**src/rtl/dro_pkg.sv**
```systemverilog
// Shared types, widths and constants for the dead-reckoning odometry block.
package dro_pkg;

  localparam int CW      = 34;
  localparam int TRIG_W  = 21;
  localparam int PROD_W  = 45;
  localparam int DELTA_W = 30;
  localparam int ATAN_N  = 24;

  localparam logic signed [CW-1:0] CORDIC_GAIN  = 34'sh0_26DD_3B6A;
  localparam logic signed [CW-1:0] QUARTER_TURN = 34'sh0_4000_0000;
  localparam logic signed [CW-1:0] HALF_TURN    = 34'sh0_8000_0000;

  localparam logic [31:0] ATAN_TURN [ATAN_N] = '{
    32'h20000000, 32'h12E4051E, 32'h09FB385B, 32'h051111D4,
    32'h028B0D43, 32'h0145D7E1, 32'h00A2F61E, 32'h00517C55,
    32'h0028BE53, 32'h00145F2F, 32'h000A2F98, 32'h000517CC,
    32'h00028BE6, 32'h000145F3, 32'h0000A2FA, 32'h0000517D,
    32'h000028BE, 32'h0000145F, 32'h00000A30, 32'h00000518,
    32'h0000028C, 32'h00000146, 32'h000000A3, 32'h00000051
  };

  typedef struct packed {
    logic signed [CW-1:0] x;
    logic signed [CW-1:0] y;
    logic signed [CW-1:0] z;
    logic                 flip;
  } cordic_t;

  typedef enum logic [1:0] {
    ST_IDLE,
    ST_BUSY,
    ST_COMMIT
  } state_t;

endpackage

```
**src/rtl/dro_scale.sv**
```systemverilog
// One axis of displacement: speed times trig times elapsed time, floored to 2^-16 m.
module dro_scale
  import dro_pkg::*;
(
  input  logic                      clk,
  input  logic                      rst,
  input  logic                      start,
  input  logic signed [23:0]        speed,
  input  logic signed [TRIG_W-1:0]  trig,
  input  logic [19:0]               dt,
  output logic                      done,
  output logic signed [DELTA_W-1:0] delta
);

  logic                     v1;
  logic                     v2;
  logic                     v3;
  logic signed [PROD_W-1:0] st;
  logic [42:0]              lo_prod;
  logic signed [42:0]       hi_prod;
  logic signed [65:0]       hi_ext;
  logic signed [65:0]       lo_ext;
  logic signed [65:0]       sum;

  always_ff @(posedge clk) begin
    if (rst) begin
      v1   <= 1'b0;
      v2   <= 1'b0;
      v3   <= 1'b0;
      done <= 1'b0;
    end else begin
      v1   <= start;
      v2   <= v1;
      v3   <= v2;
      done <= v3;
    end
  end

  assign hi_ext = 66'(hi_prod);
  assign lo_ext = 66'(lo_prod);
  assign sum    = (hi_ext <<< 23) + lo_ext;

  always_ff @(posedge clk) begin
    st      <= speed * trig;
    lo_prod <= st[22:0] * dt;
    hi_prod <= $signed(st[PROD_W-1:23]) * $signed({1'b0, dt});
    delta   <= sum[DELTA_W+33:34];
  end

endmodule

```
**config.mk**
```make
export PLATFORM = sky130hd
export DESIGN_NAME = dro_scale
export DESIGN_NICKNAME = d
export VERILOG_FILES = /design/src/rtl/dro_pkg.sv /design/src/rtl/dro_scale.sv
export SDC_FILE = /design/constraint.sdc
export NUM_CORES = 2
export LEC_CHECK = 0
export BUFFER_PORTS_ARGS = -buffer_cell sky130_fd_sc_hd__buf_2
export CORE_ASPECT_RATIO = 2
export CORE_MARGIN = 3
export CORE_UTILIZATION = 40
export CTS_CLUSTER_SIZE = 12
export DETAILED_ROUTE_END_ITERATION = 12
export HOLD_SLACK_MARGIN = 0.1
export PLACE_DENSITY = 0.53
export REMOVE_ABC_BUFFERS = 1
export SKIP_CTS_REPAIR_TIMING = 1
export SYNTH_ARGS = -nofsm -noshare
export SYNTH_HDL_FRONTEND = slang
export SYNTH_SLANG_ARGS = --single-unit
```
**constraint.sdc**
```tcl
create_clock -name clk -period 9.7 [get_ports clk]
set_input_delay 0.485 -clock clk [delete_from_list [all_inputs] [get_ports clk]]
set_output_delay 0.485 -clock clk [all_outputs]
set_load 0.05 [all_outputs]
```
## After elaboration in Yosys (flattened, before gate mapping)

Index checks and enable logic that the tools add are counted.

- Register bits after elaboration: 163
- Input bits: 68

- Multipliers: 3
- Add/subtract/negate cells: 1

Operators with widths:

| operator | number |
|---|---|
| $add 64x44->64 | 1 |
| $mul 24x21->45 | 1 |
| $mul 23x20->43 | 1 |
| $mul 22x21->41 | 1 |

## Logic depth before layout (Yosys ltp)

- Depth in word-level cells: 1
- Mapped depth: 27

## Worst setup path before layout

OpenSTA, ideal clock, no wires.

- Path kind: input to register
- From: input port speed[23]
- To: register st[43]
- Data arrival time: 6.891 ns
- Path buffers: 1
- Library setup time: 0.072 ns
- Setup slack: 2.737 ns
- Stages: 25
- Cell sequence: clkbuf_1 > and2_1 > fa_1 > inv_1 > fa_1 > inv_1 > fa_1 > inv_1 > fa_1 > inv_1 > fa_1 > fa_1 > inv_1 > fa_1 > inv_1 > ha_1 > a21o_1 > a21o_1 > a21o_1 > a21o_1 > a21o_1 > a21oi_1 > o21ai_1 > a221oi_2 > xnor2_1

- Cells in the longest elaborated chain, start to end: 1

Ends and longest elaborated chain:

| item | RTL line | RTL |
|---|---|---|
| start: declaration | dro_scale.sv:8 | `input logic signed [23:0] speed,` |
| $mul 24x21->45 | dro_scale.sv:44 | `st <= speed * trig;` |
| end signal: assignment | dro_scale.sv:44 |  |
| end: declaration | dro_scale.sv:18 | `logic signed [PROD_W-1:0] st;` |

Every way passes these cells.
A chain may end at the register's enable or synchronous reset.

## Worst setup path in the final report

- From: register st[44]
- To: register hi_prod[40]

- Cells in the longest elaborated chain, start to end: 1

Ends and longest elaborated chain:

| item | RTL line | RTL |
|---|---|---|
| $mul 22x21->41 | dro_scale.sv:46 | `hi_prod <= $signed(st[PROD_W-1:23]) * $signed({1'b0, dt});` |
| end signal: assignment | dro_scale.sv:46 |  |
| end: declaration | dro_scale.sv:20 | `logic signed [42:0] hi_prod;` |

Every way passes these cells.

==> impl_metrics.yaml <==
global_route:
  use_met1_pct: 24.1
  grt_max_degree: 36
  busiest_layer: "met2"
  use_met2_pct: 46.6
  first_global_vias: 43000
  gr-total-overflow: 0
  gr-usage-met3_pct: 1.49
  grtUsageTotal_pct: 23.7
  antenna_found_initial: 1
  grt_pass1_wl_mm: 242
cts:
  cts-buffers-inserted: 25
  cts_tree: "yes"
  cts.sinks: 140
  clkTransAtPathRegs_ns: 0.06
  insertion_delay_ns: 0.54
  clock_path_buffers: 3
  cts_max_level: 4
  cts_root_buf: "clkbuf_16"
critical_path:
  crit_path_max_fanout: 12
  critical_path.endpoint_type: "flop"
  cp_slowest_stage_delay_ns: 0.90
  critPathKind: "reg -> reg"
  rrSetupSlack_ns: 1.83
  start_kind: "flop"
  critPathLaunch: "st[44]$_DFF_P_"
  crit_slowest_cell: "fa_1"
  worstSetupEndpoint: "hi_prod[40]$_DFF_P_"
  crit_top_cell: "fa_1"
  required_ns: 10.11
  r2r-end: "hi_prod[40]$_DFF_P_"
  worstPathCellList: "buf_4 > and2_1 > fa_1 > fa_1 > fa_1 > inv_1 > fa_1 > fa_1 > inv_1 > fa_1 > inv_1 > fa_1 > inv_1 > ha_1 > nand2_1 > nor2_1 > nand2_1 > nor4bb_1 > o31ai_4 > a21boi_2 > o32ai_2 > xnor2_1"
  r2r_cells: 22
  crit-reg2reg-launch: "st[44]$_DFF_P_"
  arrival_ns: 8.28
sta:
  period_needed_ns: 7.87
  setup_tns_ns: 0
  maxSlewViolCount: 0
  rsz0062_at_grt: "no"
  setup_viol: 0
  finalHoldViolations: 0
  fmax_mhz: 127
  min_period_over_period_pct: 81.1
  relSlewSlack_pct: 19.5
  final.setup_skew_ns: 0.0367
  tightest_slew_ns: 1.21
placement:
  place.gp.congestion: 0.895
  hpwl_mm: 123
  port_buffers: 98
drt:
  first_pass_iters: 5
  drc: 0
  ant_nets: 0
  wire_per_inst_um: 20.7
  vias: 37000
  vias_per_cell: 5.02
  first_iter_violations: 1622
  drt_wl_total_mm: 153
synth:
  synth_top_cell_area_share_pct: 50.8
  syn_area_mm2: 0.0525
  synth_seq_cells: 140
  dominantRegCellSynth: "dfxtp_1"
  synth_edf_count: 0
  yosys_warnings: 0
  synth.avg_cell_area_um2: 9.12
  ys_top_cells_by_area: "fa_1, inv_1, ha_1, and2_1, nand2_1"
  synth_cells: 5749
  ys_seq_area_share_pct: 5.34
  ys_types: 74
  synth_largest_area_cell: "fa_1"
  async_reset_ff_share_pct: 0
job:
  max_cap_viol_count: 0
min_path:
  min_path_type: "in -> reg"
  holdCritStartpoint: "rst"
finish:
  drive_above_1_share_pct: 3.84
  nFillCells: 13200
  syn_to_final_growth_pct: 5.37
  layout_commonest_cell: "inv_1"
  most-common-layout-cells: "inv_1, fa_1, nand2_1"
  fin_nets: 7460
status:
  run_status: "finished, final reports clean"
floorplan:
  start_util_pct: 40.3
  num_io_pins: 99
  die-width_um: 262
  rows: 187
  coreArea_mm2: 0.130
  dieArea_mm2: 0.136
  die_h_um: 518
sequential cells by signal (all words and copies together) (netlist names):
signal	flops
lo_prod	20
delta	30
v2	1
st	45
v3	1
hi_prod	41
done	1
v1	1
layer usage:
metal	part of all wire, %	wire length (µm)	vias to the layer above
li1	-	-	16300
met2	57	86900	902
met4	6.8	10400	0
met1	33	51200	19500
met3	2.8	4310	361
met5	0	0	-
cell usage after synthesis (2+ instances only):
cell type,number
a2111oi_0,2
a211o_1,2
a211oi_1,5
a21boi_0,5
a21o_1,58
a21oi_1,87
a221oi_1,2
a311oi_1,2
a31o_2,3
a31oi_1,6
a31oi_2,3
and2_1,622
and3_1,20
and4_1,5
buf_1,2
buf_2,2
clkbuf_1,277
dfxtp_1,140
fa_1,1330
ha_1,397
inv_1,1504
nand2_1,814
nand2b_1,14
nand3_1,22
nand3b_1,5
nand4_1,15
nor2_1,90
nor2b_1,13
nor3_1,15
nor4_1,5
nor4bb_1,2
o2111ai_1,5
o211ai_1,8
o21a_1,14
o21ai_0,43
o21ai_1,12
o21bai_1,10
o22ai_1,3
o311ai_1,3
o31ai_1,3
or3_1,2
xnor2_1,103
xor2_1,43
metrics by stage:
stage | utilization, % | setup slack (ns) | instance area (µm²) | hold slack (ns) | std cells
6_report | 42.5 | 1.83 | 55300 | 0.156 | 7375
5_1_grt | 42.5 | 1.44 | 55300 | 0.141 | 7372
4_1_cts | 42.5 | 1.87 | 55300 | 0.126 | 7371
3_5_place_dp | 41.9 | 1.67 | 54600 | 0.429 | 7339
3_3_place_gp | 41.9 | 1.72 | 54600 | 0.422 | 7339
2_1_floorplan | - | 2.90 | 51400 | 0.413 | 5468
critical path, delay by kind of cell (launching register included):
kind / cells / cell delay (ns)
XOR/XNOR: 1 / 0.14
AO/OA/AOI/OAI: 3 / 0.47
AND/OR/NAND/NOR: 5 / 1.44
adder cells (fa/ha/maj): 8 / 4.46
buffers and inverters: 5 / 0.61
flip-flops: 1 / 0.65
cell type report:
class,instances,area [µm²],area share (%)
multi-input cells,3823,42900,77.7
well taps,1701,2130,3.85
inverters,1505,5650,10.2
flip-flops and latches,140,2800,5.07
clock buffers,31,698,1.26
repair buffers,170,1030,1.87
clock inverters,1,5.00,0.00905
diodes,4,10.0,0.0181
cell families (layout without fill, tap and decap cells):
family | after synthesis | count (layout) | synth area share (%)
buffers and inverters | 1786 | 1707 | 12.8
and+or+nand+nor | 1652 | 1652 | 15.4
muxes | 1 | 1 | 0.0191
xor gates and xnor gates | 146 | 146 | 2.44
other | 0 | 4 | 0
DFF | 140 | 140 | 5.34
adders and majority gates | 1727 | 1727 | 60.2
AOI/OAI and AO/OA | 297 | 297 | 3.81
worst min path at each step:
| stage | slack, ns | to | depth (start not counted) |
|---|---|---|---|
| 2_1_floorplan | 0.41 | delta[29]$_DFF_P_ | 1 |
| 3_3_place_gp | 0.42 | v2$_SDFF_PP0_ | 1 |
| 4_1_cts | 0.13 | v1$_SDFF_PP0_ | 2 |
| 6_report | 0.16 | v1$_SDFF_PP0_ | 2 |
| 5_1_grt | 0.14 | v1$_SDFF_PP0_ | 2 |
| 3_5_place_dp | 0.43 | done$_SDFF_PP0_ | 1 |
Power is not shown: default switching activity piles up to over one toggle a cycle in this logic, so the estimate is an artifact.
