## config.mk

```make
export PLATFORM = sky130hd
export DESIGN_NAME = dro_sincos
export DESIGN_NICKNAME = d
export VERILOG_FILES = /design/src/rtl/dro_pkg.sv /design/src/rtl/dro_cordic_cell.sv /design/src/rtl/dro_sincos.sv
export SDC_FILE = /design/constraint.sdc
export NUM_CORES = 2
export LEC_CHECK = 0
export BUFFER_PORTS_ARGS = -buffer_cell sky130_fd_sc_hd__buf_2
export CAP_MARGIN = 20
export CORE_MARGIN = 2
export CORE_UTILIZATION = 33
export CTS_CLUSTER_SIZE = 28
export DETAILED_ROUTE_END_ITERATION = 10
export GPL_TIMING_DRIVEN = 0
export PLACE_DENSITY_LB_ADDON = 0.15
export SYNTH_ARGS = -nofsm -noshare
export SYNTH_HDL_FRONTEND = slang
export SYNTH_SLANG_ARGS = --single-unit
```

## constraint.sdc

```tcl
create_clock -name clk -period 8.4 [get_ports clk]
set_input_delay 0 -clock clk [delete_from_list [all_inputs] [get_ports clk]]
set_output_delay 0 -clock clk [all_outputs]
set_load 0.03 [all_outputs]
```

## src/rtl/dro_pkg.sv

```systemverilog
// Shared types, widths and constants for the dead-reckoning odometry block.
package dro_pkg;

  localparam int CW      = 34;
  localparam int TRIG_W  = 21;
  localparam int PROD_W  = 45;
  localparam int DELTA_W = 30;
  localparam int ATAN_N  = 24;

  localparam logic signed [CW-1:0] CORDIC_GAIN  = 34'sh0_26DD_3B6A;
  localparam logic signed [CW-1:0] QUARTER_TURN = 34'sh0_4000_0000;
  localparam logic signed [CW-1:0] HALF_TURN    = 34'sh0_8000_0000;

  localparam logic [31:0] ATAN_TURN [ATAN_N] = '{
    32'h20000000, 32'h12E4051E, 32'h09FB385B, 32'h051111D4,
    32'h028B0D43, 32'h0145D7E1, 32'h00A2F61E, 32'h00517C55,
    32'h0028BE53, 32'h00145F2F, 32'h000A2F98, 32'h000517CC,
    32'h00028BE6, 32'h000145F3, 32'h0000A2FA, 32'h0000517D,
    32'h000028BE, 32'h0000145F, 32'h00000A30, 32'h00000518,
    32'h0000028C, 32'h00000146, 32'h000000A3, 32'h00000051
  };

  typedef struct packed {
    logic signed [CW-1:0] x;
    logic signed [CW-1:0] y;
    logic signed [CW-1:0] z;
    logic                 flip;
  } cordic_t;

  typedef enum logic [1:0] {
    ST_IDLE,
    ST_BUSY,
    ST_COMMIT
  } state_t;

endpackage

```

## src/rtl/dro_cordic_cell.sv

```systemverilog
// One CORDIC rotation cell: a fixed shift and arctangent step, registered.
module dro_cordic_cell
  import dro_pkg::*;
#(
  parameter int STEP = 0
) (
  input  logic    clk,
  input  logic    rst,
  input  logic    in_v,
  input  cordic_t in_d,
  output logic    out_v,
  output cordic_t out_d
);

  localparam logic signed [CW-1:0] ANGLE = CW'(ATAN_TURN[STEP]);

  logic signed [CW-1:0] xs;
  logic signed [CW-1:0] ys;
  cordic_t              d_next;

  always_comb begin
    xs = in_d.x >>> STEP;
    ys = in_d.y >>> STEP;
    d_next.flip = in_d.flip;
    if (!in_d.z[CW-1]) begin
      d_next.x = in_d.x - ys;
      d_next.y = in_d.y + xs;
      d_next.z = in_d.z - ANGLE;
    end else begin
      d_next.x = in_d.x + ys;
      d_next.y = in_d.y - xs;
      d_next.z = in_d.z + ANGLE;
    end
  end

  always_ff @(posedge clk) begin
    if (rst) begin
      out_v <= 1'b0;
    end else begin
      out_v <= in_v;
    end
  end

  always_ff @(posedge clk) begin
    out_d <= d_next;
  end

endmodule

```

## src/rtl/dro_sincos.sv

```systemverilog
// Cosine and sine of the heading: quadrant fold, a row of CORDIC cells, unfold.
module dro_sincos
  import dro_pkg::*;
#(
  parameter int ANGLE_BITS   = 24,
  parameter int SINCOS_STEPS = 16
) (
  input  logic                     clk,
  input  logic                     rst,
  input  logic                     start,
  input  logic [ANGLE_BITS-1:0]    angle,
  output logic                     done,
  output logic signed [TRIG_W-1:0] cos_q18,
  output logic signed [TRIG_W-1:0] sin_q18
);

  localparam int SH = 32 - ANGLE_BITS;

  logic [31:0]          turn;
  logic signed [CW-1:0] z0;
  cordic_t              seed;
  logic                 sv [SINCOS_STEPS+1];
  cordic_t              sd [SINCOS_STEPS+1];
  logic signed [CW-1:0] c30;
  logic signed [CW-1:0] s30;

  always_comb begin
    turn      = 32'(angle) << SH;
    z0        = CW'($signed(turn));
    seed.x    = CORDIC_GAIN;
    seed.y    = '0;
    seed.flip = 1'b0;
    seed.z    = z0;
    if (z0 > QUARTER_TURN) begin
      seed.z    = z0 - HALF_TURN;
      seed.flip = 1'b1;
    end else if (z0 < -QUARTER_TURN) begin
      seed.z    = z0 + HALF_TURN;
      seed.flip = 1'b1;
    end
  end

  always_ff @(posedge clk) begin
    if (rst) begin
      sv[0] <= 1'b0;
    end else begin
      sv[0] <= start;
    end
  end

  always_ff @(posedge clk) begin
    sd[0] <= seed;
  end

  for (genvar i = 0; i < SINCOS_STEPS; i++) begin : g_cell
    dro_cordic_cell #(
      .STEP (i)
    ) u_cell (
      .clk   (clk),
      .rst   (rst),
      .in_v  (sv[i]),
      .in_d  (sd[i]),
      .out_v (sv[i+1]),
      .out_d (sd[i+1])
    );
  end

  assign c30 = sd[SINCOS_STEPS].flip ? -sd[SINCOS_STEPS].x : sd[SINCOS_STEPS].x;
  assign s30 = sd[SINCOS_STEPS].flip ? -sd[SINCOS_STEPS].y : sd[SINCOS_STEPS].y;

  always_ff @(posedge clk) begin
    if (rst) begin
      done <= 1'b0;
    end else begin
      done <= sv[SINCOS_STEPS];
    end
  end

  always_ff @(posedge clk) begin
    cos_q18 <= c30[TRIG_W+11:12];
    sin_q18 <= s30[TRIG_W+11:12];
  end

endmodule

```

# Word-level counts from Yosys, hierarchy flattened
# Cells that the tools add are included.
# word_totals
register_bits	1703
input_bits	27
output_inout_bits	43
elab_cells	203
# classes
n_addsub	96
order_cmp	2
n_mux	20
# ops
op	n
$mux W102	14
$add A34 B30 Y34	3
$sub A34 B30 Y34	3
$mux W101	1
$mux W35	2
$add A34 B20 Y34	2
$add A34 B21 Y34	2
$add A34 B22 Y34	2
$add A34 B23 Y34	2
$add A34 B24 Y34	2
$add A34 B25 Y34	2
$add A34 B26 Y34	2
$add A34 B27 Y34	2
$add A34 B28 Y34	2
$add A34 B29 Y34	2
$add A34 B31 Y34	2
$add A34 B32 Y34	2
$mux W68	1
$sub A34 B20 Y34	2
$sub A34 B21 Y34	2
$sub A34 B22 Y34	2
$sub A34 B23 Y34	2
$sub A34 B24 Y34	2
$sub A34 B25 Y34	2
50 further kinds	58

# Logic depth before layout (Yosys ltp)
# logic_depth
depth_word	3
mapped_depth	21
mapped_depth_nobuf	21

# By module
# Synthesis repeated with hierarchy kept, for this count alone.
# unflattened
cells_unflattened	16304
area_unflattened_um2	135281.0
# modules_own_cells
module	instances	cells_per_inst	area_each_um2
dro_cordic_cell (g_cell[7].u_cell)	1	1120	8941.1
dro_cordic_cell (g_cell[2].u_cell)	1	1064	8752.1
dro_cordic_cell (g_cell[9].u_cell)	1	1086	8747.1
dro_cordic_cell (g_cell[5].u_cell)	1	1025	8465.6
dro_cordic_cell (g_cell[11].u_cell)	1	1029	8398.1
dro_cordic_cell (g_cell[15].u_cell)	1	1009	8343.0
dro_cordic_cell (g_cell[1].u_cell)	1	989	8266.7
dro_cordic_cell (g_cell[3].u_cell)	1	999	8254.2
dro_cordic_cell (g_cell[4].u_cell)	1	1000	8236.6
dro_cordic_cell (g_cell[6].u_cell)	1	996	8199.1
dro_cordic_cell (g_cell[8].u_cell)	1	974	8146.6
dro_cordic_cell (g_cell[0].u_cell)	1	1012	8107.8
dro_cordic_cell (g_cell[13].u_cell)	1	972	8091.5
dro_cordic_cell (g_cell[12].u_cell)	1	964	8057.7
+3 rows	-	-	-

# Worst setup path after synthesis
# OpenSTA, ideal clock, no wires.
# synth_path
kind	register -> register
startpoint	reg g_cell[3].u_cell.out_d[34] (netlist bit)
endpoint	reg g_cell[4].u_cell.out_d[101] (netlist bit)
t_arrival_ns	4.365
required_time_ns	8.328
setup_slack_ns	3.963
stages_incl_launch_ff	16
path_buffers	1
period_less_slack_ns	4.437
path_cell_list	dfxtp_1 -> clkbuf_1 -> clkinv_1 -> o21ai_0 -> xnor2_1 -> ha_1 -> a211oi_1 -> o211ai_1 -> a311o_1 -> a221o_1 -> a221oi_1 -> o21ai_0 -> a2111oi_0 -> o21bai_1 -> a21oi_1 -> xnor2_1
# synth_rtl
element	line_no	source
start, declared	dro_cordic_cell.sv:12	output cordic_t out_d
start signal, assigned	dro_cordic_cell.sv:45	out_d <= d_next;
end signal, assigned	dro_cordic_cell.sv:45	
end, declared	dro_cordic_cell.sv:12	

==> out/results.tsv <==
stage	metric	value	unit
outcome	status	completed	
worst_setup_path	crit_chain	clkbuf_1, clkbuf_1, clkbuf_1, nor2_1, xnor2_1, ha_1, nor2b_1, o21ai_0, a21boi_0, o41ai_1, a2111oi_0, or3_1, a22o_1, or4_1, nand2_1, o311ai_0	
worst_setup_path	cpPeakStageDelay	730	ps
floorplanning	die_w	585	um
clock_tree	insertion_delay	920	ps
worst_setup_path	slowest_stage	clkbuf_1	
logic_synthesis	synth_xor_area_share	14.8	%
job	drv_cap	0	
logic_synthesis	syn_nets	14502	
worst_setup_path	r2r_setup_slack	1910	ps
placement	port_buffers	69	
grt	grt_start_max_net_pins	29	
route	post_drt_wl_per_cell	17.5	um
logic_synthesis	ys_ff_latch	1549	
logic_synthesis	yosysTopAreaCell	dfxtp_1	
min_path	hold_path.class	input port to register	
finish	register_area	31000	um2
timing	slew_headroom	25.4	%
timing	setup_tns	0	ps
logic_synthesis	synth_adder_area_share	16.5	%
route	wl	315000	um
finish	n_fill_cell	34818	
clock_tree	tritoncts.num_buffers	193	
clock_tree	post_cts_buffers	0	
logic_synthesis	syn_inst	13038	
logic_synthesis	ys.warnings.count	0	
clock_tree	clock_path_buffers	4	
route	via_per_inst	5.08	
grt	track_usage	18.1	%
timing	timing.final.crit_share	77.2	%
worst_setup_path	required	9120	ps
logic_synthesis	avgSynthCellArea	8.53	um2
worst_setup_path	path_class	register to register	
logic_synthesis	synth_top_family_by_area	compound AO/OA/AOI/OAI gates	
finish	nets	14837	
logic_synthesis	synth-simple-area-share	14.8	%
worst_setup_path	crit_top_cell	clkbuf_1	
timing	min_period	6490	ps
route	drc	0	
logic_synthesis	synth_compound_area_share	22.5	%
floorplanning	start_util	33.1	%
logic_synthesis	synth_area	111000	um2
logic_synthesis	synth-edff-count	0	
clock_tree	clk_pin_slew_worst_paths	60	ps
worst_setup_path	endpoint_kind	register	
grt	grt-ovfl-total	0	
logic_synthesis	yosysSeqAreaShare	27.9	%
worst_setup_path	worstSetupStartpointType	register	
clock_tree	cts_max_level	4	
timing	final-max-slew-violation-count	0	
logic_synthesis	ys_types	83	
floorplanning	io_pins	70	
worst_setup_path	cpLargestDelayFamily	buffers and inverters	
grt	first_global_vias	89107	
logic_synthesis	synth_top_area_share	27.9	%
timing	hold_viol	0	
placement	gp_congestion	0.878	
timing	worst_pin_slew	1120	ps
route	vias	91694	
timing	finalClockSkew	93.4	ps
floorplanning	chipHeight	585	um
logic_synthesis	yosysMostFrequentCell	dfxtp_1	
finish	drive_above_1_share	4.24	%
finish	multi_input_area	77500	um2
route	antenna_left	0	
logic_synthesis	muxShareOfSynthArea	1.16	%
worst_setup_path	crit_fanout	13	
clock_tree	cts_sinks	1549	
grt	grt_pass1_wl	502000	um
clock_tree	cts_tree	built	
logic_synthesis	yosys-top-cells-count	dfxtp_1 (1,549), a21oi_1 (1,434), ha_1 (1,394), xnor2_1 (1,266), nor2_1 (1,097)	
grt	antenna_found_initial	1	
route	drt_iter0_markers	5100	
route	dr.pass1.iters	6	
floorplanning	num_rows	213	
floorplanning	core_area	336000	um2
timing	max_freq	154	MHz
timing	setup_viol_count_final	0	
logic_synthesis	ys_top_cells_by_area	dfxtp_1 (28%), ha_1 (16%), xnor2_1 (10%), a21oi_1 (6.5%), xor2_1 (4.8%)	
logic_synthesis	postSynth.asyncResetShare	0	%
timing	rsz0062_at_grt	no	
floorplanning	die_area	342000	um2
placement	dp_hpwl	258000	um
clock_tree	clock-root-buffer	clkbuf_16	
finish	area_growth_syn_to_layout	12.3	%
worst_setup_path	cp_num_buf_inv	3	
logic_synthesis	synthFlopType	dfxtp_1	
worst_setup_path	critPathArrivalTime	7210	ps
through the flow:
step / setup slack (ps) / std cells / hold WS, ps / utilization [%] / area (um2)
5_1_grt: 1540 / 18044 / 101 / 37.2 / 125000
6_report: 1910 / 18045 / 75.3 / 37.2 / 125000
2_1_floorplan: 3960 / 13038 / 27.7 / - / 111000
3_5_place_dp: 1730 / 17638 / 120 / 35.0 / 118000
3_3_place_gp: 1260 / 17622 / 120 / 34.9 / 117000
4_1_cts: 1770 / 18040 / 5.53 / 37.2 / 125000
metal layers:
| layer | global-route usage (%) | routed length, um | up-vias |
|---|---|---|---|
| li1 | - | - | 47695 |
| met1 | 23.9 | 150000 | 42251 |
| met2 | 31.1 | 146000 | 1376 |
| met3 | 2.11 | 11300 | 372 |
| met4 | 4.42 | 7860 | 0 |
| met5 | 0 | 0 | - |
layout by cell type, fill, tap and decap left out, types with 43 or more instances in the layout:
cell / count
xnor2_1: 1266
mux2_2: 56
xor2_1: 608
fa_1: 43
nor2b_1: 198
a211oi_1: 133
nor3_1: 333
nand2b_1: 192
o21ai_0: 601
nand3_1: 249
nor2_1: 1097
ha_1: 1394
inv_1: 529
buf_2: 74
and2_1: 83
a21oi_1: 1434
o21a_1: 207
o31ai_1: 67
nand4_1: 69
nor4_1: 116
a31oi_1: 168
clkbuf_1: 194
mux2i_1: 66
clkbuf_16: 194
a21o_1: 678
or3_1: 74
nand2_1: 584
o21bai_1: 169
o211ai_1: 54
and3_1: 144
dlygate4sd3_1: 53
dfxtp_1: 1549
state kept, by name, indices dropped and copies added (netlist names):
signal,flops
cos_q18,21
done,1
g_cell.u_cell.out_d,1463
g_cell.u_cell.out_v,16
sd,26
sin_q18,21
sv,1
cells by family (layout without fill, tap and decap cells):
| kind of cell | count (synthesis) | in the layout |
|---|---|---|
| AND/OR/NAND/NOR | 3364 | 3364 |
| AO/OA/AOI/OAI | 3955 | 3955 |
| other | 1 | 4 |
| multiplexers | 122 | 122 |
| adder cells (fa/ha/maj) | 1437 | 1437 |
| XOR/XNOR | 1874 | 1874 |
| flip-flops | 1549 | 1549 |
| buffers and inverters | 736 | 1225 |
what timing repair did:
item / CTS / global route
resized for setup: 0 / 0
endpoints found under the hold margin: 44 / 0
hold buffers: 53 / 0
final timing paths:
path                                                 start                    endpoint  depth (start not counted)
worst min-delay path                              angle[1]                    sd[1648]                          6
worst max register to register  g_cell[6].u_cell.out_d[34]  g_cell[7].u_cell.out_d[67]                         16
worst max-delay path            g_cell[6].u_cell.out_d[34]  g_cell[7].u_cell.out_d[67]                         16
worst min register to register   g_cell[9].u_cell.out_d[0]  g_cell[10].u_cell.out_d[0]                          0
final cells by class:
cell class / instances / share of cell area [%]
multi-input combinational: 10753 / 62.0
sequential: 1549 / 24.8
tap: 4515 / 4.52
clock buffer: 262 / 4.38
inverter: 531 / 1.60
timing repair buffer: 140 / 1.02
clock inverter: 87 / 1.00
buffer: 205 / 0.620
antenna: 3 / 0.00601
worst reg2reg max path: cells and delay by family (launching register included):
kind,cells,cell delay (ps)
simple gates,5,1380
fa+ha+maj,1,330
compound gates,6,1820
buf+inv,3,2010
flops,1,700
xor+xnor,1,160
Power is left out: the tool's default activity adds up to more than one toggle a clock period on the data nets, which glitch-free logic cannot reach.
